<file path="src/es2c_pkg.sv">
// ----------------------------------------------------------------------------
// es2c_pkg: shared types and constants for the epoch-to-calendar converter
// Holds calendar constants, the sequencer state type, the subtractor request
// and response structs, and the month-length lookup.
// ----------------------------------------------------------------------------
package es2c_pkg;

  // Field widths of the item channels
  localparam int EPOCH_W  = 32;
  localparam int YEAR_W   = 7;
  localparam int MONTH_W  = 4;
  localparam int DAY_W    = 5;
  localparam int HOUR_W   = 5;
  localparam int MINUTE_W = 6;
  localparam int SECOND_W = 6;

  // Calendar constants
  localparam logic [31:0] EPOCH_2000   = 32'd946684800;
  localparam logic [31:0] EPOCH_2100   = 32'd4102444800;
  // Seconds from 2000-01-01 00:00:00 to 2099-12-31 23:59:59
  localparam logic [31:0] SPAN_LAST    = 32'd3155759999;
  localparam logic [31:0] SEC_PER_DAY  = 32'd86400;
  localparam logic [31:0] SEC_PER_HOUR = 32'd3600;
  localparam logic [31:0] SEC_PER_MIN  = 32'd60;
  localparam logic [31:0] DAYS_LEAP    = 32'd366;
  localparam logic [31:0] DAYS_COMMON  = 32'd365;

  // Widths for the restoring divisions: day quotient, second of day, quotient, step
  localparam int DAYS_Q_W = 16;   // day count below 36525
  localparam int SOD_W    = 17;   // second of day below 86400
  localparam int QUO_W    = 16;
  localparam int STEP_W   = 4;

  localparam logic [YEAR_W-1:0]  YEAR_LAST  = 7'd99;
  localparam logic [MONTH_W-1:0] MONTH_LAST = 4'd11;  // December, zero based
  localparam logic [MONTH_W-1:0] MONTH_FEB  = 4'd1;

  typedef enum logic [2:0] {
    ST_IDLE,
    ST_DAYS,
    ST_YEARS,
    ST_MONTHS,
    ST_HOURS,
    ST_MINUTES,
    ST_DONE
  } es2c_state_t;

  typedef struct packed {
    logic [31:0] minuend;
    logic [31:0] subtrahend;
  } es2c_sub_req_t;

  typedef struct packed {
    logic        ge;     // minuend >= subtrahend
    logic [31:0] diff;
  } es2c_sub_rsp_t;

  // Days in a zero-based month; February follows the leap flag
  function automatic logic [4:0] month_len(input logic [MONTH_W-1:0] m,
                                           input logic leap);
    logic [4:0] len;
    case (m) inside
      MONTH_FEB:                len = leap ? 5'd29 : 5'd28;
      4'd3, 4'd5, 4'd8, 4'd10:  len = 5'd30;
      default:                  len = 5'd31;
    endcase
    return len;
  endfunction

endpackage

</file>
<file path="src/es2c_if.sv">
// ----------------------------------------------------------------------------
// es2c_if: item channels of the epoch-to-calendar converter
// Valid/ready channels; an item moves when valid and ready are both high.
// ----------------------------------------------------------------------------
interface es2c_in_if;
  import es2c_pkg::*;

  logic               valid;
  logic               ready;
  logic [EPOCH_W-1:0] epoch_seconds;

  modport source (output valid, output epoch_seconds, input ready);
  modport sink   (input valid, input epoch_seconds, output ready);
endinterface

interface es2c_out_if;
  import es2c_pkg::*;

  logic                valid;
  logic                ready;
  logic [YEAR_W-1:0]   year_offset;
  logic [MONTH_W-1:0]  month;
  logic [DAY_W-1:0]    day_of_month;
  logic [HOUR_W-1:0]   hour;
  logic [MINUTE_W-1:0] minute;
  logic [SECOND_W-1:0] second;
  logic                out_of_range;

  modport source (output valid, output year_offset, output month, output day_of_month,
                  output hour, output minute, output second, output out_of_range,
                  input ready);
  modport sink   (input valid, input year_offset, input month, input day_of_month,
                  input hour, input minute, input second, input out_of_range,
                  output ready);
endinterface

</file>
<file path="src/epoch_seconds_to_calendar.sv">
// ----------------------------------------------------------------------------
// epoch_seconds_to_calendar: Unix seconds to calendar date, years 2000..2099
// Iterative converter built around one shared compare-and-subtract unit.
// ----------------------------------------------------------------------------
// Usage:
//   in_chan carries one 32-bit Unix time per item; out_chan returns one item
//   with year offset from 2000, month, day of month, hour, minute, second
//   and an out_of_range flag. Times before 2000 saturate to 2000-01-01
//   00:00:00, times from 2100 on to 2099-12-31 23:59:59, both with the flag.
//   Each item passes one subtractor step per cycle: 16 steps of day division,
//   up to 100 year steps, up to 12 month steps, 5 hour and 6 minute steps.
//   The time from accept to result valid depends on the year and month
//   loops. The input takes one item at a time and is ready only while the
//   sequencer is idle, so it takes no new item before the last is finished.
//   The result sits in an output register. While the receiver stalls, the
//   next item is accepted and converted, and waits in its last state until
//   the output register frees up.
//   Reset (rst_n low, synchronous) returns the sequencer to idle and drops
//   any pending result; no clearing pass is needed.
// ----------------------------------------------------------------------------
module epoch_seconds_to_calendar (
  input  logic         clk,
  input  logic         rst_n,
  es2c_in_if.sink      in_chan,
  es2c_out_if.source   out_chan
);
  import es2c_pkg::*;

  es2c_state_t state_r, state_nxt;

  logic [31:0]         rem_r, rem_nxt;
  logic [QUO_W-1:0]    quo_r, quo_nxt;
  logic [STEP_W-1:0]   step_r, step_nxt;
  logic [SOD_W-1:0]    sod_r, sod_nxt;
  logic [YEAR_W-1:0]   year_r, year_nxt;
  logic [MONTH_W-1:0]  mon_r, mon_nxt;
  logic [DAY_W-1:0]    day_r, day_nxt;
  logic [HOUR_W-1:0]   hour_r, hour_nxt;
  logic [MINUTE_W-1:0] min_r, min_nxt;
  logic                oor_r, oor_nxt;

  logic                out_valid_r, out_valid_nxt;
  logic [YEAR_W-1:0]   o_year_r;
  logic [MONTH_W-1:0]  o_month_r;
  logic [DAY_W-1:0]    o_day_r;
  logic [HOUR_W-1:0]   o_hour_r;
  logic [MINUTE_W-1:0] o_min_r;
  logic [SECOND_W-1:0] o_sec_r;
  logic                o_oor_r;

  es2c_sub_req_t sub_req;
  es2c_sub_rsp_t sub_rsp;

  logic              in_fire;
  logic              out_load;
  logic              leap;
  logic              last_step;
  logic              year_take;
  logic              month_take;
  logic [31:0]       rem_step;
  logic [QUO_W-1:0]  quo_step;

  assign in_fire   = in_chan.valid && in_chan.ready;
  assign out_load  = (state_r == ST_DONE) && (!out_valid_r || out_chan.ready);
  assign leap      = (year_r[1:0] == 2'b00);
  assign last_step = (step_r == '0);

  // Shared subtractor
  es2c_sub_unit u_sub (
    .req (sub_req),
    .rsp (sub_rsp)
  );

  // Pick the subtrahend for the current step
  always_comb begin
    sub_req.minuend = rem_r;
    case (state_r)
      ST_DAYS:    sub_req.subtrahend = SEC_PER_DAY << step_r;
      ST_YEARS:   sub_req.subtrahend = leap ? DAYS_LEAP : DAYS_COMMON;
      ST_MONTHS:  sub_req.subtrahend = 32'(month_len(mon_r, leap));
      ST_HOURS:   sub_req.subtrahend = SEC_PER_HOUR << step_r;
      ST_MINUTES: sub_req.subtrahend = SEC_PER_MIN << step_r;
      default:    sub_req.subtrahend = '0;
    endcase
  end

  // Restoring division step and loop exit conditions
  assign rem_step   = sub_rsp.ge ? sub_rsp.diff : rem_r;
  assign quo_step   = {quo_r[QUO_W-2:0], sub_rsp.ge};
  assign year_take  = sub_rsp.ge && (year_r != YEAR_LAST);
  assign month_take = sub_rsp.ge && (mon_r != MONTH_LAST);

  // Next state
  always_comb begin
    state_nxt = state_r;
    case (state_r)
      ST_IDLE:    if (in_fire) state_nxt = ST_DAYS;
      ST_DAYS:    if (last_step) state_nxt = ST_YEARS;
      ST_YEARS:   if (!year_take) state_nxt = ST_MONTHS;
      ST_MONTHS:  if (!month_take) state_nxt = ST_HOURS;
      ST_HOURS:   if (last_step) state_nxt = ST_MINUTES;
      ST_MINUTES: if (last_step) state_nxt = ST_DONE;
      ST_DONE:    if (out_load) state_nxt = ST_IDLE;
      default:    state_nxt = ST_IDLE;
    endcase
  end

  // Datapath updates per state
  always_comb begin
    rem_nxt  = rem_r;
    quo_nxt  = quo_r;
    step_nxt = step_r;
    sod_nxt  = sod_r;
    year_nxt = year_r;
    mon_nxt  = mon_r;
    day_nxt  = day_r;
    hour_nxt = hour_r;
    min_nxt  = min_r;
    oor_nxt  = oor_r;
    case (state_r)
      ST_IDLE: begin
        if (in_fire) begin
          // Saturate outside 2000..2099, else offset to 2000
          if (in_chan.epoch_seconds < EPOCH_2000) begin
            rem_nxt = '0;
            oor_nxt = 1'b1;
          end else if (in_chan.epoch_seconds >= EPOCH_2100) begin
            rem_nxt = SPAN_LAST;
            oor_nxt = 1'b1;
          end else begin
            rem_nxt = in_chan.epoch_seconds - EPOCH_2000;
            oor_nxt = 1'b0;
          end
          quo_nxt  = '0;
          step_nxt = STEP_W'(DAYS_Q_W - 1);
          year_nxt = '0;
          mon_nxt  = '0;
        end
      end
      ST_DAYS: begin
        rem_nxt  = rem_step;
        quo_nxt  = quo_step;
        step_nxt = step_r - 1'b1;
        if (last_step) begin
          // Second of day stays aside; day count becomes the remainder
          sod_nxt = rem_step[SOD_W-1:0];
          rem_nxt = 32'(quo_step);
        end
      end
      ST_YEARS: begin
        if (year_take) begin
          rem_nxt  = sub_rsp.diff;
          year_nxt = year_r + 1'b1;
        end
      end
      ST_MONTHS: begin
        if (month_take) begin
          rem_nxt = sub_rsp.diff;
          mon_nxt = mon_r + 1'b1;
        end else begin
          day_nxt  = rem_r[DAY_W-1:0] + 1'b1;
          rem_nxt  = 32'(sod_r);
          quo_nxt  = '0;
          step_nxt = STEP_W'(HOUR_W - 1);
        end
      end
      ST_HOURS: begin
        rem_nxt  = rem_step;
        quo_nxt  = quo_step;
        step_nxt = step_r - 1'b1;
        if (last_step) begin
          hour_nxt = quo_step[HOUR_W-1:0];
          quo_nxt  = '0;
          step_nxt = STEP_W'(MINUTE_W - 1);
        end
      end
      ST_MINUTES: begin
        rem_nxt  = rem_step;
        quo_nxt  = quo_step;
        step_nxt = step_r - 1'b1;
        if (last_step) begin
          min_nxt = quo_step[MINUTE_W-1:0];
        end
      end
      default: begin
      end
    endcase
  end

  // Output register: hold while stalled, reload from the finished item
  assign out_valid_nxt = (out_valid_r && !out_chan.ready) || out_load;

  always_ff @(posedge clk) begin
    if (!rst_n) begin
      state_r     <= ST_IDLE;
      out_valid_r <= 1'b0;
    end else begin
      state_r     <= state_nxt;
      out_valid_r <= out_valid_nxt;
    end
  end

  always_ff @(posedge clk) begin
    rem_r  <= rem_nxt;
    quo_r  <= quo_nxt;
    step_r <= step_nxt;
    sod_r  <= sod_nxt;
    year_r <= year_nxt;
    mon_r  <= mon_nxt;
    day_r  <= day_nxt;
    hour_r <= hour_nxt;
    min_r  <= min_nxt;
    oor_r  <= oor_nxt;
  end

  // Capture the finished item; the second is what the minute division left
  always_ff @(posedge clk) begin
    if (out_load) begin
      o_year_r  <= year_r;
      o_month_r <= mon_r + 1'b1;
      o_day_r   <= day_r;
      o_hour_r  <= hour_r;
      o_min_r   <= min_r;
      o_sec_r   <= rem_r[SECOND_W-1:0];
      o_oor_r   <= oor_r;
    end
  end

  assign in_chan.ready          = (state_r == ST_IDLE);
  assign out_chan.valid         = out_valid_r;
  assign out_chan.year_offset   = o_year_r;
  assign out_chan.month         = o_month_r;
  assign out_chan.day_of_month  = o_day_r;
  assign out_chan.hour          = o_hour_r;
  assign out_chan.minute        = o_min_r;
  assign out_chan.second        = o_sec_r;
  assign out_chan.out_of_range  = o_oor_r;

endmodule

</file>
<file path="src/es2c_sub_unit.sv">
// ----------------------------------------------------------------------------
// es2c_sub_unit: shared compare-and-subtract unit
// One 32-bit subtractor; the borrow gives the compare, the difference the
// new remainder. Every step of the converter goes through it.
// ----------------------------------------------------------------------------
module es2c_sub_unit (
  input  es2c_pkg::es2c_sub_req_t req,
  output es2c_pkg::es2c_sub_rsp_t rsp
);
  import es2c_pkg::*;

  logic [32:0] wide;

  // Subtract with one extra bit to catch the borrow
  assign wide     = {1'b0, req.minuend} - {1'b0, req.subtrahend};
  assign rsp.ge   = ~wide[32];
  assign rsp.diff = wide[31:0];

endmodule
</file>
<file path="src/flat_wrapper.sv">
// flat-port wrapper written by rule: the top's interface ports become plain ports
module epoch_seconds_to_calendar_flat import es2c_pkg::*;
  (clk, rst_n, in_chan_valid, in_chan_epoch_seconds, in_chan_ready, out_chan_valid, out_chan_year_offset, out_chan_month, out_chan_day_of_month, out_chan_hour, out_chan_minute, out_chan_second, out_chan_out_of_range, out_chan_ready);
  es2c_in_if in_chan_i ();
  es2c_out_if out_chan_i ();
  input  logic clk;
  input  logic rst_n;
  input wire logic [$bits(in_chan_i.valid)-1:0] in_chan_valid;
  input wire logic [$bits(in_chan_i.epoch_seconds)-1:0] in_chan_epoch_seconds;
  output wire logic [$bits(in_chan_i.ready)-1:0] in_chan_ready;
  output wire logic [$bits(out_chan_i.valid)-1:0] out_chan_valid;
  output wire logic [$bits(out_chan_i.year_offset)-1:0] out_chan_year_offset;
  output wire logic [$bits(out_chan_i.month)-1:0] out_chan_month;
  output wire logic [$bits(out_chan_i.day_of_month)-1:0] out_chan_day_of_month;
  output wire logic [$bits(out_chan_i.hour)-1:0] out_chan_hour;
  output wire logic [$bits(out_chan_i.minute)-1:0] out_chan_minute;
  output wire logic [$bits(out_chan_i.second)-1:0] out_chan_second;
  output wire logic [$bits(out_chan_i.out_of_range)-1:0] out_chan_out_of_range;
  input wire logic [$bits(out_chan_i.ready)-1:0] out_chan_ready;
  assign in_chan_i.valid = in_chan_valid;
  assign in_chan_i.epoch_seconds = in_chan_epoch_seconds;
  assign in_chan_ready = in_chan_i.ready;
  assign out_chan_valid = out_chan_i.valid;
  assign out_chan_year_offset = out_chan_i.year_offset;
  assign out_chan_month = out_chan_i.month;
  assign out_chan_day_of_month = out_chan_i.day_of_month;
  assign out_chan_hour = out_chan_i.hour;
  assign out_chan_minute = out_chan_i.minute;
  assign out_chan_second = out_chan_i.second;
  assign out_chan_out_of_range = out_chan_i.out_of_range;
  assign out_chan_i.ready = out_chan_ready;
  epoch_seconds_to_calendar u_core (.clk(clk), .rst_n(rst_n), .in_chan(in_chan_i), .out_chan(out_chan_i));
endmodule
</file>
<file path="config.mk">
export PLATFORM = sky130hd
export DESIGN_NAME = epoch_seconds_to_calendar_flat
export DESIGN_NICKNAME = d
export VERILOG_FILES = /design/src/es2c_pkg.sv /design/src/es2c_if.sv /design/src/epoch_seconds_to_calendar.sv /design/src/es2c_sub_unit.sv /design/src/flat_wrapper.sv
export SDC_FILE = /design/constraint.sdc
export NUM_CORES = 1
export LEC_CHECK = 0
export BUFFER_PORTS_ARGS = -buffer_cell sky130_fd_sc_hd__clkbuf_2
export CELL_PAD_IN_SITES_DETAIL_PLACEMENT = 0
export CELL_PAD_IN_SITES_GLOBAL_PLACEMENT = 2
export CORE_ASPECT_RATIO = 1.2
export CORE_UTILIZATION = 39
export DETAILED_ROUTE_END_ITERATION = 8
export PLACE_DENSITY_LB_ADDON = 0.1
export SYNTH_ARGS = -nofsm -noshare
export SYNTH_HDL_FRONTEND = slang
export SYNTH_HIERARCHICAL = 1
export SYNTH_SLANG_ARGS = --single-unit
</file>
<file path="constraint.sdc">
create_clock -name clk -period 8.14 [get_ports clk]
set_clock_uncertainty 0.2 [all_clocks]
set_input_delay 2.442 -clock clk [delete_from_list [all_inputs] [get_ports clk]]
set_output_delay 2.442 -clock clk [all_outputs]
set_load 0.05 [all_outputs]
</file>
==> results of run 1 <==
## synth_stat cells, types with 3 or more instances
cell type    n
edfxtp_1   130
nand2_1     83
nor2_1      82
a21oi_1     69
o21ai_0     58
inv_1       54
ha_1        41
nand3_1     34
xnor2_1     33
and2_1      25
clkbuf_1    23
xor2_1      23
nor3_1      21
a222oi_1    18
a22oi_1     17
mux2_2      17
a21o_1      15
nor2b_1     14
o21ai_1     14
nand2b_1    12
and3_1      10
buf_2       10
a31oi_1      9
o31ai_1      7
a32oi_1      6
buf_6        6
nand4_1      6
nor4_1       6
o211ai_1     6
a21boi_0     5
buf_1        5
buf_4        5
o21ai_2      5
o22ai_1      5
or2_2        5
a211oi_1     4
dfxtp_1      4
o21a_1       4
o21bai_1     4
a211o_1      3
a2bb2oi_1    3
clkbuf_2     3
mux2i_1      3
o211ai_2     3
o32ai_1      3
## flip-flops by register name (all words and copies together) (netlist names)
register	count
u_core/out_chan.minute	6
u_core/out_chan.year_offset	7
u_core/min_r	6
u_core/year_r	7
u_core/sod_r	17
u_core/out_chan.valid	1
u_core/out_chan.day_of_month	5
u_core/out_chan.hour	5
u_core/rem_r	32
u_core/hour_r	5
u_core/quo_r	15
u_core/out_chan.second	6
u_core/step_r	4
u_core/day_r	5
u_core/state_r	3
u_core/mon_r	4
u_core/out_chan.month	4
u_core/out_chan.out_of_range	1
u_core/oor_r	1
## layer usage
layer / part of all wire [%] / track usage, % / up-vias / wire [µm]
li1: - / - / 3704 / -
met5: 0 / 0 / - / 0
met3: 3.5 / 3.11 / 55 / 940
met2: 51 / 40.9 / 227 / 13700
met1: 42 / 26.6 / 3682 / 11200
met4: 3.4 / 10.1 / 0 / 896
## metrics by stage
stage	cell area [µm²]	hold WS [ns]	utilization (%)	power (µW)
floorplan	9280	0.200	-	1510
global placement	9880	0.202	42.5	1720
detailed placement	9880	0.205	42.5	1720
CTS	10500	0.211	45.0	2480
global route	10500	0.217	45.0	2600
finish	10500	0.211	45.0	2470
## logic make-up (layout without fill, tap and decap cells)
| group | count (synthesis) | in the layout | synth area share, % |
|---|---|---|---|
| buf+inv | 108 | 172 | 5.23 |
| fa+ha+maj | 42 | 42 | 5.75 |
| xor+xnor | 56 | 56 | 5.29 |
| flops | 134 | 134 | 42.9 |
| compound gates | 285 | 285 | 21.0 |
| mux | 20 | 20 | 2.39 |
| simple gates | 322 | 322 | 17.4 |
## power by group through the flow
stage / registers (µW) / logic [µW] / clock network (µW)
global placement: 906 / 818 / 0
CTS: 891 / 818 / 773
global route: 896 / 909 / 797
finish: 890 / 820 / 759
detailed placement: 906 / 811 / 0
floorplan: 881 / 626 / 0
## worst max path at each step
stage | end | startpoint
2_1_floorplan | u_core/rem_r[0]$_DFFE_PP_ | u_core/mon_r[0]$_SDFFCE_PN0P_
3_3_place_gp | u_core/rem_r[30]$_DFFE_PP_ | u_core/state_r[2]$_SDFFE_PN0P_
3_5_place_dp | u_core/rem_r[9]$_DFFE_PP_ | u_core/state_r[2]$_SDFFE_PN0P_
4_1_cts | u_core/rem_r[14]$_DFFE_PP_ | u_core/state_r[2]$_SDFFE_PN0P_
5_1_grt | u_core/rem_r[27]$_DFFE_PP_ | u_core/state_r[2]$_SDFFE_PN0P_
6_report | u_core/rem_r[14]$_DFFE_PP_ | u_core/state_r[2]$_SDFFE_PN0P_
## cell type report
cell class	count	area (µm²)	area share [%]
clock inverter	15	155	1.48
clock buffer	17	425	4.07
inverter	56	210	2.01
multi-input combinational	725	4840	46.3
timing repair buffer	84	453	4.33
tap	315	394	3.77
sequential	134	3980	38.1
==> key figures, run 1 <==
Setup path
  – Top cell family by delay on the critical path: compound AO/OA/AOI/OAI gates
  – FF-to-FF Start: u_core/state_r[2]$_SDFFE_PN0P_
  – Critical path cell sequence: nand2b_1 > nor2_1 > a32oi_1 > o221a_2 > nor3_1 > inv_1 > ha_1 > a21oi_1 > o21ai_0 > a221oi_1 > o21ai_2 > a31o_2 > a31oi_2 > o21ai_2 > buf_4 > inv_1 > a31oi_1 > nor2_2 > a222oi_1 > o211ai_2
  – Reg2Reg Capture Point: u_core/rem_r[14]$_DFFE_PP_
  – Cell with the largest stage delay on the worst path: nor2_2
  – Critical path capture point type: flip-flop
  – Buffering stage count on the worst path with inverters included: 3
  – Register-to-register setup slack: 1.81 ns
  – Data required time at the worst endpoint: 8.21 ns
  – Critical path arrival: 6.40 ns
  – Worst stage delay on the critical path: 0.92 ns
  – Worst Path Max Fanout: 24
  – Crit. path cell count: 20
  – Reg2Reg Depth: 20
  – Critical path class: flip-flop to flip-flop
  – Type of element launching the critical path: flip-flop

CTS
  – Deepest level of the CTS H-tree: 4
  – Clock buffers created by TritonCTS: 17
  – CTS clk-pin slew, worst paths: 0.08 ns
  – CTS hold repair buffers: 0
  – # clock sinks: between 100 and 150
  – Post-CTS setup repair buffer count: 0
  – CTS tree: yes
  – Largest buffer count on any clock path: 2
  – CTS root buf: clkbuf_16
  – Number of cells upsized or downsized after cts: 0
  – Worst skew pair latency: 0.42 ns

Power and ir drop
  – Part of the power in combinational logic: 33.2%
  – Clock Power Share: 30.7%
  – Internal Pwr Total: 1580 µW
  – Sequential power share: about 36%
  – Switching component of the power: 889 µW
  – P per Cell Area: 236 nW/µm²
  – Static Leakage: 0.00381 µW
  – Switching Share: 36.0%
  – Worst IR Drop VDD: between 100 and 150 µV

Cells and area
  – Inserted Diodes: 0
  – Leading cell types in the layout, fill and taps excluded: edfxtp_1 (130), nand2_1 (83), nor2_1 (80), clkbuf_2 (71), a21oi_1 (68)
  – Area growth from synthesis to final layout: 12.8%
  – Post-layout net count: approximately 1.1k
  – Leading cell type in the layout, fill and taps excluded: edfxtp_1
  – Share of post-route cells with drive strength above 1: 17.0%
  – Count of placed standard cells in the final layout, fillers left out: 1,346
  – FILL cells: 2,287

Floorplanning
  – Area enclosed by the die boundary: 24,400 µm²
  – Starting density of the core: 39.9%
  – Io pins: 72
  – Die H: 171 µm
  – Number of rows created at floorplan: 61
  – Core Footprint: 23,300 µm²
  – Die Width: approximately 140 µm

Yosys
  – Total standard cell area after synthesis: about 9300 µm²
  – Number of storage elements in the synthesis netlist: 134
  – Post-Syn Area per Cell: 9.59 µm²
  – Library cell occupying the most area in the post-synthesis netlist: edfxtp_1
  – Leading register cell type out of synthesis: edfxtp_1
  – Ys async rst share: 0%
  – Number of nets produced by synthesis: approximately 1.0k
  – Most area-consuming cells after synthesis: edfxtp_1 (42%), ha_1 (5.5%), a21oi_1 (3.7%)
  – Cells after synthesis: 967
  – Yosys cell types: 88
  – Number of enable flip-flop cells after synthesis: 130
  – Portion of the post-synthesis area used by sequential elements: 42.9%
  – Ys Warns: 6
  – Post-synth top area share: 42.1%

GRT
  – Global-route wire length before repair: 41,800 µm
  – Via count of the first global-routing pass: 7,487
  – Antenna violations before repair: 0
  – GRT Util Overall: 22.7%
  – Pin count of the biggest net entering global routing: 35
  – GRT overflow: 0

STA
  – Total setup violations reported at the end of the flow: 0
  – Final period utilization: 77.8%
  – Number of pins exceeding their max-slew limit in the final report: 0
  – Setup repair after global routing missed its margin: false
  – Final Hold Vio Count: 0
  – Worst-Margin Slew: 1.22 ns
  – Slew Limit Headroom: a little under a fifth
  – Upper clock frequency limit: 158 MHz
  – Time the final worst path needs with I/O delays and setup: around 6.3 ns
  – Setup Total Neg Slack: 0 ns
  – Slack of the critical path: 1.81 ns

Place
  – GP Congestion: 0.829
  – Post-placement worst setup slack: 1.83 ns
  – Total of buffers placed on input and output ports: 71
  – Placed wire-length estimate after detailed placement: around 20,000 µm
  – Post-placement cell count: 1,314

Routing
  – Number of vias after detailed routing: 7,668
  – Post-DR wirelength/cell: slightly below 20 µm
  – DRC violation count after routing: 0
  – First DRT Iteration DRCs: between 500 and 600
  – Post-route antenna net violation count: 0
  – Number of iterations in the first detailed-routing pass: 5
  – Via count normalized by instance count: ~5.7
  – Total detailed-routing wirelength: ~27,000 µm

Hold path
  – End point of the worst hold path: u_core/out_chan.minute[4]$_DFFE_PP_
  – Hold crit path type: flip-flop to flip-flop
  – Hold path startpoint: u_core/min_r[4]$_DFFE_PP_
  – Worst hold stages: 0

Flow run
  – Max cap viols: 0

Outcome
  – Run status: finished clean
Power figures use the tool's default switching activity.
==> run 2, diff against run 1 <==
--- a/config.mk
+++ b/config.mk
@@ -5,11 +5,12 @@
 export SDC_FILE = /design/constraint.sdc
 export NUM_CORES = 1
 export LEC_CHECK = 0
+export ABC_AREA = 1
 export BUFFER_PORTS_ARGS = -buffer_cell sky130_fd_sc_hd__clkbuf_2
 export CELL_PAD_IN_SITES_DETAIL_PLACEMENT = 0
 export CELL_PAD_IN_SITES_GLOBAL_PLACEMENT = 2
 export CORE_ASPECT_RATIO = 1.2
-export CORE_UTILIZATION = 39
+export CORE_UTILIZATION = 35
 export DETAILED_ROUTE_END_ITERATION = 8
 export PLACE_DENSITY_LB_ADDON = 0.1
 export SYNTH_ARGS = -nofsm -noshare
==> constraint.sdc (replaced) <==
create_clock -name clk -period 5.85 [get_ports clk]
set_clock_uncertainty 0.2 [all_clocks]
set_input_delay 1.755 -clock clk [delete_from_list [all_inputs] [get_ports clk]]
set_output_delay 1.755 -clock clk [all_outputs]
set_load 0.05 [all_outputs]
==> key figures, run 2 <==
Hold path
  – Worst hold stages: 0 (unchanged)
  – End point of the worst hold path: u_core/out_chan.hour[4]$_DFFE_PP_ (was u_core/out_chan.minute[4]$_DFFE_PP_)
  – Hold path startpoint: u_core/hour_r[4]$_DFFE_PP_ (was u_core/min_r[4]$_DFFE_PP_)
  – Hold crit path type: flip-flop to flip-flop (unchanged)

Yosys
  – Most area-consuming cells after synthesis: edfxtp_1 (38%), nand2_1 (20%), inv_1 (8.8%) (was edfxtp_1 (42%), ha_1 (5.5%), a21oi_1 (3.7%))
  – Post-Syn Area per Cell: 6.94 µm² (was 9.59 µm²)
  – Yosys cell types: 49 (was 88)
  – Ys Warns: 6 (unchanged)
  – Number of enable flip-flop cells after synthesis: 130 (unchanged)
  – Library cell occupying the most area in the post-synthesis netlist: edfxtp_1 (unchanged)
  – Post-synth top area share: 37.9% (was 42.1%)
  – Leading register cell type out of synthesis: edfxtp_1 (unchanged)
  – Most instantiated library cell after synthesis: nand2_1 (was edfxtp_1)
  – Portion of the post-synthesis area used by sequential elements: 38.7% (was 42.9%)
  – Number of nets produced by synthesis: 1,562 (was 1,045)
  – Ys async rst share: 0% (unchanged)
  – Cells after synthesis: 1,484 (was 967)
  – Number of storage elements in the synthesis netlist: 134 (unchanged)
  – Most numerous cell types in the synthesized netlist: nand2_1 (535), inv_1 (241), nor2_1 (150) (was edfxtp_1 (130), nand2_1 (83), nor2_1 (82))
  – Total standard cell area after synthesis: 10,300 µm² (was 9280 µm²)

Routing
  – Total detailed-routing wirelength: 32,200 µm (was 26,700 µm)
  – Via count normalized by instance count: 4.73 (was 5.70)
  – First DRT Iteration DRCs: 495 (was 575)
  – Number of iterations in the first detailed-routing pass: 5 (unchanged)
  – DRC violation count after routing: 0 (unchanged)
  – Number of vias after detailed routing: 9,240 (was 7,668)
  – Post-route antenna net violation count: 0 (unchanged)
  – Post-DR wirelength/cell: 16.5 µm (was 19.9 µm)

Cells and area
  – Post-layout net count: 1,634 (was 1,096)
  – Leading cell type in the layout, fill and taps excluded: nand2_1 (was edfxtp_1)
  – Area of combinational cells with multiple inputs: 5230 µm² (was 4840 µm²)
  – Largest registers: u_core/rem_r: 32 flops, u_core/sod_r: 17 flops, u_core/quo_r: 15 flops (unchanged)
  – Inserted Diodes: 0 (unchanged)
  – Most flops, register: u_core/rem_r (unchanged)
  – Flip-flop and latch area: 3980 µm² (unchanged)
  – Number of flip-flops in the largest register: 32 (unchanged)
  – Fin util: 40.6% (was 45.0%)
  – Area growth from synthesis to final layout: 13.7% (was 12.8%)
  – Leading cell types in the layout, fill and taps excluded: nand2_1 (535), inv_1 (241), nor2_1 (150), edfxtp_1 (130), a21oi_1 (75) (was edfxtp_1 (130), nand2_1 (83), nor2_1 (80), clkbuf_2 (71), a21oi_1 (68))
  – Share of post-route cells with drive strength above 1: 11.2% (was 17.0%)
  – FILL cells: 3,144 (was 2,287)

CTS
  – Largest buffer count on any clock path: 2 (unchanged)
  – Clock buffers created by TritonCTS: 17 (unchanged)
  – Deepest level of the CTS H-tree: 4 (unchanged)
  – CTS tree: yes (unchanged)
  – Number of cells upsized or downsized after cts: 0 (unchanged)
  – CTS root buf: clkbuf_16 (unchanged)
  – CTS clk-pin slew, worst paths: 0.06 ns (was 0.08 ns)
  – # clock sinks: 134 (unchanged)
  – Worst skew pair latency: 0.43 ns (was 0.42 ns)
  – CTS hold repair buffers: 0 (unchanged)
  – Post-CTS setup repair buffer count: 0 (unchanged)

STA
  – Setup repair after global routing missed its margin: false (unchanged)
  – Post-Route Hold Slack: 0.219 ns (was 0.211 ns)
  – Time the final worst path needs with I/O delays and setup: 5.02 ns (was 6.33 ns)
  – Setup Total Neg Slack: 0 ns (unchanged)
  – Upper clock frequency limit: 199 MHz (was 158 MHz)
  – Final Hold Vio Count: 0 (unchanged)
  – Number of pins exceeding their max-slew limit in the final report: 0 (unchanged)
  – Total setup violations reported at the end of the flow: 0 (unchanged)
  – Slew Limit Headroom: 35.1% (was 18.5%)
  – Final period utilization: 85.8% (was 77.8%)
  – Worst-Margin Slew: 0.966 ns (was 1.22 ns)

GRT
  – GRT Util Overall: 22.2% (was 22.7%)
  – Via count of the first global-routing pass: 8,914 (was 7,487)
  – Pin count of the biggest net entering global routing: 35 (unchanged)
  – Global-route wire length before repair: 49,700 µm (was 41,800 µm)
  – Antenna violations before repair: 0 (unchanged)
  – GRT overflow: 0 (unchanged)

Power and ir drop
  – Worst IR Drop VDD: 261 µV (was 114 µV)
  – Static Leakage: 0.00572 µW (was 0.00381 µW)
  – Sum of internal, switching and leakage power: 7980 µW (was 2470 µW)
  – P per Cell Area: 682 nW/µm² (was 236 nW/µm²)

Place
  – Placed wire-length estimate after detailed placement: 26,000 µm (was 19,900 µm)
  – Total of buffers placed on input and output ports: 71 (unchanged)
  – GP Congestion: 0.841 (was 0.829)

Setup path
  – Critical path class: flip-flop to flip-flop (unchanged)
  – Data required time at the worst endpoint: 5.70 ns (was 8.21 ns)
  – FF-to-FF Start: u_core/state_r[0]$_SDFFE_PN0P_ (was u_core/state_r[2]$_SDFFE_PN0P_)
  – Reg2Reg Capture Point: u_core/year_r[2]$_SDFFCE_PN0P_ (was u_core/rem_r[14]$_DFFE_PP_)
  – Critical path arrival: 4.87 ns (was 6.40 ns)
  – Worst Path Max Fanout: 11 (was 24)
  – Register-to-register setup slack: 0.83 ns (was 1.81 ns)
  – Type of element launching the critical path: flip-flop (unchanged)
  – Critical path capture point type: flip-flop (unchanged)
  – Reg2Reg Depth: 18 (was 20)

Floorplanning
  – Die H: 190 µm (was 171 µm)
  – Die Width: 159 µm (was 143 µm)
  – Area enclosed by the die boundary: 30,100 µm² (was 24,400 µm²)
  – Starting density of the core: 35.7% (was 39.9%)
  – Core Footprint: 28,800 µm² (was 23,300 µm²)
  – Io pins: 72 (unchanged)
  – Number of rows created at floorplan: 68 (was 61)

Outcome
  – Run status: finished clean (unchanged)

Flow run
  – Max cap viols: 0 (unchanged)
## run 2: cell count changes after synthesis, sizes merged, moves of 17 or more
| cell | previous run | this run |
|---|---|---|
| and2 | 26 | 1 |
| mux2 | 17 | 0 |
| nor2 | 83 | 164 |
| nand2 | 83 | 550 |
| nand3 | 34 | 70 |
| a22oi | 17 | 0 |
| a222oi | 18 | 0 |
| xnor2 | 33 | 3 |
| inv | 54 | 252 |
## run 2: cell type report
type | instances | area share, %
multi-input cells | 1068 | 44.7
flip-flops and latches | 134 | 34.0
inverters | 254 | 8.14
well taps | 385 | 4.11
repair buffers | 81 | 3.68
clock buffers | 17 | 3.63
clock inverters | 15 | 1.71
## run 2: cell families (layout without fill, tap and decap cells)
group / Yosys count / in the layout / share of synthesized area (%)
xor+xnor: 33 / 33 / 2.81
simple gates: 821 / 821 / 33.2
flops: 134 / 134 / 38.7
compound gates: 172 / 172 / 9.46
fa+ha+maj: 42 / 42 / 5.18
buf+inv: 282 / 367 / 10.7
## run 2: worst max path at each step
| stage | startpoint | end | slack (ns) | depth (start not counted) |
|---|---|---|---|---|
| 3_5_place_dp | u_core/state_r[0]$_SDFFE_PN0P_ | u_core/year_r[5]$_SDFFCE_PN0P_ | 0.91 | 18 |
| 4_1_cts | u_core/state_r[0]$_SDFFE_PN0P_ | u_core/year_r[3]$_SDFFCE_PN0P_ | 0.88 | 20 |
| 3_3_place_gp | u_core/step_r[0]$_DFFE_PP_ | u_core/rem_r[2]$_DFFE_PP_ | 0.95 | 23 |
| 6_report | u_core/state_r[0]$_SDFFE_PN0P_ | u_core/year_r[2]$_SDFFCE_PN0P_ | 0.83 | 18 |
| 2_1_floorplan | u_core/state_r[1]$_SDFFE_PN0P_ | u_core/rem_r[0]$_DFFE_PP_ | 0.84 | 24 |
| 5_1_grt | u_core/state_r[0]$_SDFFE_PN0P_ | u_core/year_r[3]$_SDFFCE_PN0P_ | 0.36 | 20 |
## run 2: worst max-delay path, stage by stage, from the launching register on
cell	delay (ns)
dfxtp_1	0.57
nor2_4	0.12
inv_2	0.10
nand2_1	0.13
nor2_1	0.26
inv_1	0.23
o31ai_1	0.33
inv_1	0.11
ha_1	0.40
nand2_1	0.12
nor2_1	0.18
nand2_1	0.11
nor2_1	0.12
nand2_1	0.09
nand3_2	0.10
nand2_1	0.05
nand2_1	0.43
a21oi_1	0.22
nor3_1	0.78
## run 2: through the flow
stage,setup slack [ns],instance area (µm²),instances
floorplan,0.845,10300,1484
global placement,0.952,11100,1922
detailed placement,0.910,11100,1922
CTS,0.877,11700,1954
global route,0.365,11700,1954
finish,0.829,11700,1954
## run 2: power breakdown
part	internal, µW	total (µW)	switching (µW)
Clock	655	1150	493
Combinational	1500	5000	3500
Sequential	1580	1830	252
Total	3730	7980	4250
## run 2: layer usage
metal | track usage (%) | vias to the layer above | part of all wire, % | wire [µm]
met4 | 6.14 | 0 | 1.8 | 591
met2 | 42.3 | 146 | 54 | 17300
met5 | 0 | - | 0 | 0
li1 | - | 4853 | - | -
met3 | 2.48 | 32 | 2.1 | 688
met1 | 25.8 | 4209 | 42 | 13700
==> run 3, diff against run 2 <==
--- a/config.mk
+++ b/config.mk
@@ -10,7 +10,8 @@
 export CELL_PAD_IN_SITES_DETAIL_PLACEMENT = 0
 export CELL_PAD_IN_SITES_GLOBAL_PLACEMENT = 2
 export CORE_ASPECT_RATIO = 1.2
-export CORE_UTILIZATION = 35
+export CORE_UTILIZATION = 36
+export CTS_BUF_LIST = sky130_fd_sc_hd__clkbuf_8
 export DETAILED_ROUTE_END_ITERATION = 8
 export PLACE_DENSITY_LB_ADDON = 0.1
 export SYNTH_ARGS = -nofsm -noshare
==> key figures, run 3 (synthesis results as in run 2) <==
Setup path
  – Reg2Reg Depth: 25 (was 18)
  – Critical path arrival: 5.17 ns (was 4.87 ns)
  – Buffering stage count on the worst path with inverters included: 7 (was 3)
  – Register-to-register setup slack: 0.68 ns (was 0.83 ns)
  – Data required time at the worst endpoint: 5.85 ns (was 5.70 ns)
  – Worst Path Max Fanout: 23 (was 11)
  – Worst path most repeated cell: nand2_1 (unchanged)
  – Type of element launching the critical path: flip-flop (unchanged)
  – FF-to-FF Start: u_core/step_r[2]$_DFFE_PP_ (was u_core/state_r[0]$_SDFFE_PN0P_)
  – Reg2Reg Capture Point: u_core/rem_r[1]$_DFFE_PP_ (was u_core/year_r[2]$_SDFFCE_PN0P_)
  – Critical path class: flip-flop to flip-flop (unchanged)
  – Cell with the largest stage delay on the worst path: edfxtp_1 (was nor3_1)
  – Critical path capture point type: flip-flop (unchanged)
  – Worst stage delay on the critical path: 0.81 ns (was 0.78 ns)
  – Top cell family by delay on the critical path: simple AND/OR/NAND/NOR gates (unchanged)

STA
  – Post-Route Hold Slack: 0.225 ns (was 0.219 ns)
  – Number of pins exceeding their max-slew limit in the final report: 0 (unchanged)
  – Final Hold Vio Count: 0 (unchanged)
  – Upper clock frequency limit: 193 MHz (was 199 MHz)
  – Total setup violations reported at the end of the flow: 0 (unchanged)
  – Setup Total Neg Slack: 0 ns (unchanged)
  – Time the final worst path needs with I/O delays and setup: 5.17 ns (was 5.02 ns)
  – Slew Limit Headroom: 34.3% (was 35.1%)
  – Worst-Margin Slew: 0.980 ns (was 0.966 ns)
  – Setup repair after global routing missed its margin: false (unchanged)
  – Final period utilization: 88.4% (was 85.8%)

Floorplanning
  – Core Footprint: 28,000 µm² (was 28,800 µm²)
  – Number of rows created at floorplan: 67 (was 68)
  – Io pins: 72 (unchanged)
  – Die Width: 156 µm (was 159 µm)
  – Starting density of the core: 36.8% (was 35.7%)
  – Area enclosed by the die boundary: 29,300 µm² (was 30,100 µm²)
  – Die H: 187 µm (was 190 µm)

Routing
  – Via count normalized by instance count: 4.77 (was 4.73)
  – Post-DR wirelength/cell: 16.4 µm (was 16.5 µm)
  – First DRT Iteration DRCs: 536 (was 495)
  – Post-route antenna net violation count: 0 (unchanged)
  – Number of vias after detailed routing: 9,299 (was 9,240)
  – Total detailed-routing wirelength: 32,000 µm (was 32,200 µm)
  – Number of iterations in the first detailed-routing pass: 5 (unchanged)
  – DRC violation count after routing: 0 (unchanged)

Cells and area
  – Area growth from synthesis to final layout: 11.8% (was 13.7%)
  – Leading cell type in the layout, fill and taps excluded: nand2_1 (unchanged)
  – Post-layout net count: 1,634 (unchanged)
  – Most flops, register: u_core/rem_r (unchanged)
  – Inserted Diodes: 0 (unchanged)
  – Largest registers: u_core/rem_r: 32 flops, u_core/sod_r: 17 flops, u_core/quo_r: 15 flops (unchanged)
  – Share of post-route cells with drive strength above 1: 11.2% (unchanged)
  – Leading cell types in the layout, fill and taps excluded: nand2_1 (535), inv_1 (241), nor2_1 (150), edfxtp_1 (130), a21oi_1 (75) (unchanged)
  – Number of flip-flops in the largest register: 32 (unchanged)

GRT
  – GRT overflow: 0 (unchanged)
  – Via count of the first global-routing pass: 9,117 (was 8,914)
  – Antenna violations before repair: 0 (unchanged)
  – Pin count of the biggest net entering global routing: 35 (unchanged)
  – Global-route wire length before repair: 49,600 µm (was 49,700 µm)
  – GRT Util Overall: 22.5% (was 22.2%)

Hold path
  – End point of the worst hold path: u_core/out_chan.day_of_month[2]$_DFFE_PP_ (was u_core/out_chan.hour[4]$_DFFE_PP_)
  – Hold crit path type: flip-flop to flip-flop (unchanged)
  – Worst hold stages: 0 (unchanged)
  – Hold path startpoint: u_core/day_r[2]$_DFFE_PP_ (was u_core/hour_r[4]$_DFFE_PP_)

CTS
  – Number of cells upsized or downsized after cts: 0 (unchanged)
  – Largest buffer count on any clock path: 2 (unchanged)
  – Post-CTS setup repair buffer count: 0 (unchanged)
  – Worst skew pair latency: 0.47 ns (was 0.43 ns)
  – Deepest level of the CTS H-tree: 4 (unchanged)
  – CTS tree: yes (unchanged)
  – # clock sinks: 134 (unchanged)
  – CTS root buf: clkbuf_8 (was clkbuf_16)
  – CTS clk-pin slew, worst paths: 0.10 ns (was 0.06 ns)
  – CTS hold repair buffers: 0 (unchanged)
  – Clock buffers created by TritonCTS: 17 (unchanged)

Power and ir drop
  – Static Leakage: 0.00564 µW (was 0.00572 µW)
  – P per Cell Area: 668 nW/µm² (was 682 nW/µm²)
  – Worst IR Drop VDD: 258 µV (was 261 µV)

Place
  – Placed wire-length estimate after detailed placement: 25,700 µm (was 26,000 µm)
  – Total of buffers placed on input and output ports: 71 (unchanged)
  – GP Congestion: 0.855 (was 0.841)

Outcome
  – Run status: finished clean (unchanged)

Flow run
  – Max cap viols: 0 (unchanged)
run 3: cell counts in the layout (fill, tap and decap cells not counted):
Identical to the previous run, type by type.
run 3: worst max path at each step:
stage | depth (start not counted) | slack, ns | from | end
floorplan | 24 | 0.84 | u_core/state_r[1]$_SDFFE_PN0P_ | u_core/rem_r[0]$_DFFE_PP_
global placement | 25 | 0.78 | u_core/step_r[2]$_DFFE_PP_ | u_core/rem_r[1]$_DFFE_PP_
detailed placement | 25 | 0.77 | u_core/step_r[2]$_DFFE_PP_ | u_core/rem_r[1]$_DFFE_PP_
CTS | 25 | 0.71 | u_core/step_r[2]$_DFFE_PP_ | u_core/rem_r[1]$_DFFE_PP_
global route | 25 | 0.21 | u_core/step_r[2]$_DFFE_PP_ | u_core/rem_r[13]$_DFFE_PP_
finish | 25 | 0.68 | u_core/step_r[2]$_DFFE_PP_ | u_core/rem_r[1]$_DFFE_PP_
run 3: metrics by stage:
step | cell area (µm²) | power [µW] | util (%) | instances | worst slack (ns)
2_1_floorplan | 10300 | 5370 | - | 1484 | 0.845
3_3_place_gp | 11100 | 6870 | 39.6 | 1916 | 0.782
3_5_place_dp | 11100 | 6870 | 39.6 | 1916 | 0.774
4_1_cts | 11500 | 7760 | 41.1 | 1948 | 0.711
5_1_grt | 11500 | 8460 | 41.1 | 1948 | 0.211
6_report | 11500 | 7690 | 41.1 | 1948 | 0.680
run 3: layout make-up:
class	instances	area, µm²
Timing Repair Buffer	81	430
Tap cell	379	474
Clock inverter	15	200
Multi-Input combinational cell	1068	5230
Sequential cell	134	3980
Inverter	254	953
Fill cell	3094	16500
Clock buffer	17	234
run 3: metal layers:
layer  share of wire (%)  vias up  GRT usage (%)
met4                 3.0        0           8.52
li1                    -     4853              -
met5                   0        -              0
met3                 2.6       42           2.53
met2                  52      184           41.9
met1                  42     4220           26.0
run 3: report_power, final:
| group | internal [µW] | switching (µW) |
|---|---|---|
| Clock | 406 | 454 |
| Sequential | 1580 | 262 |
| Combinational | 1510 | 3490 |
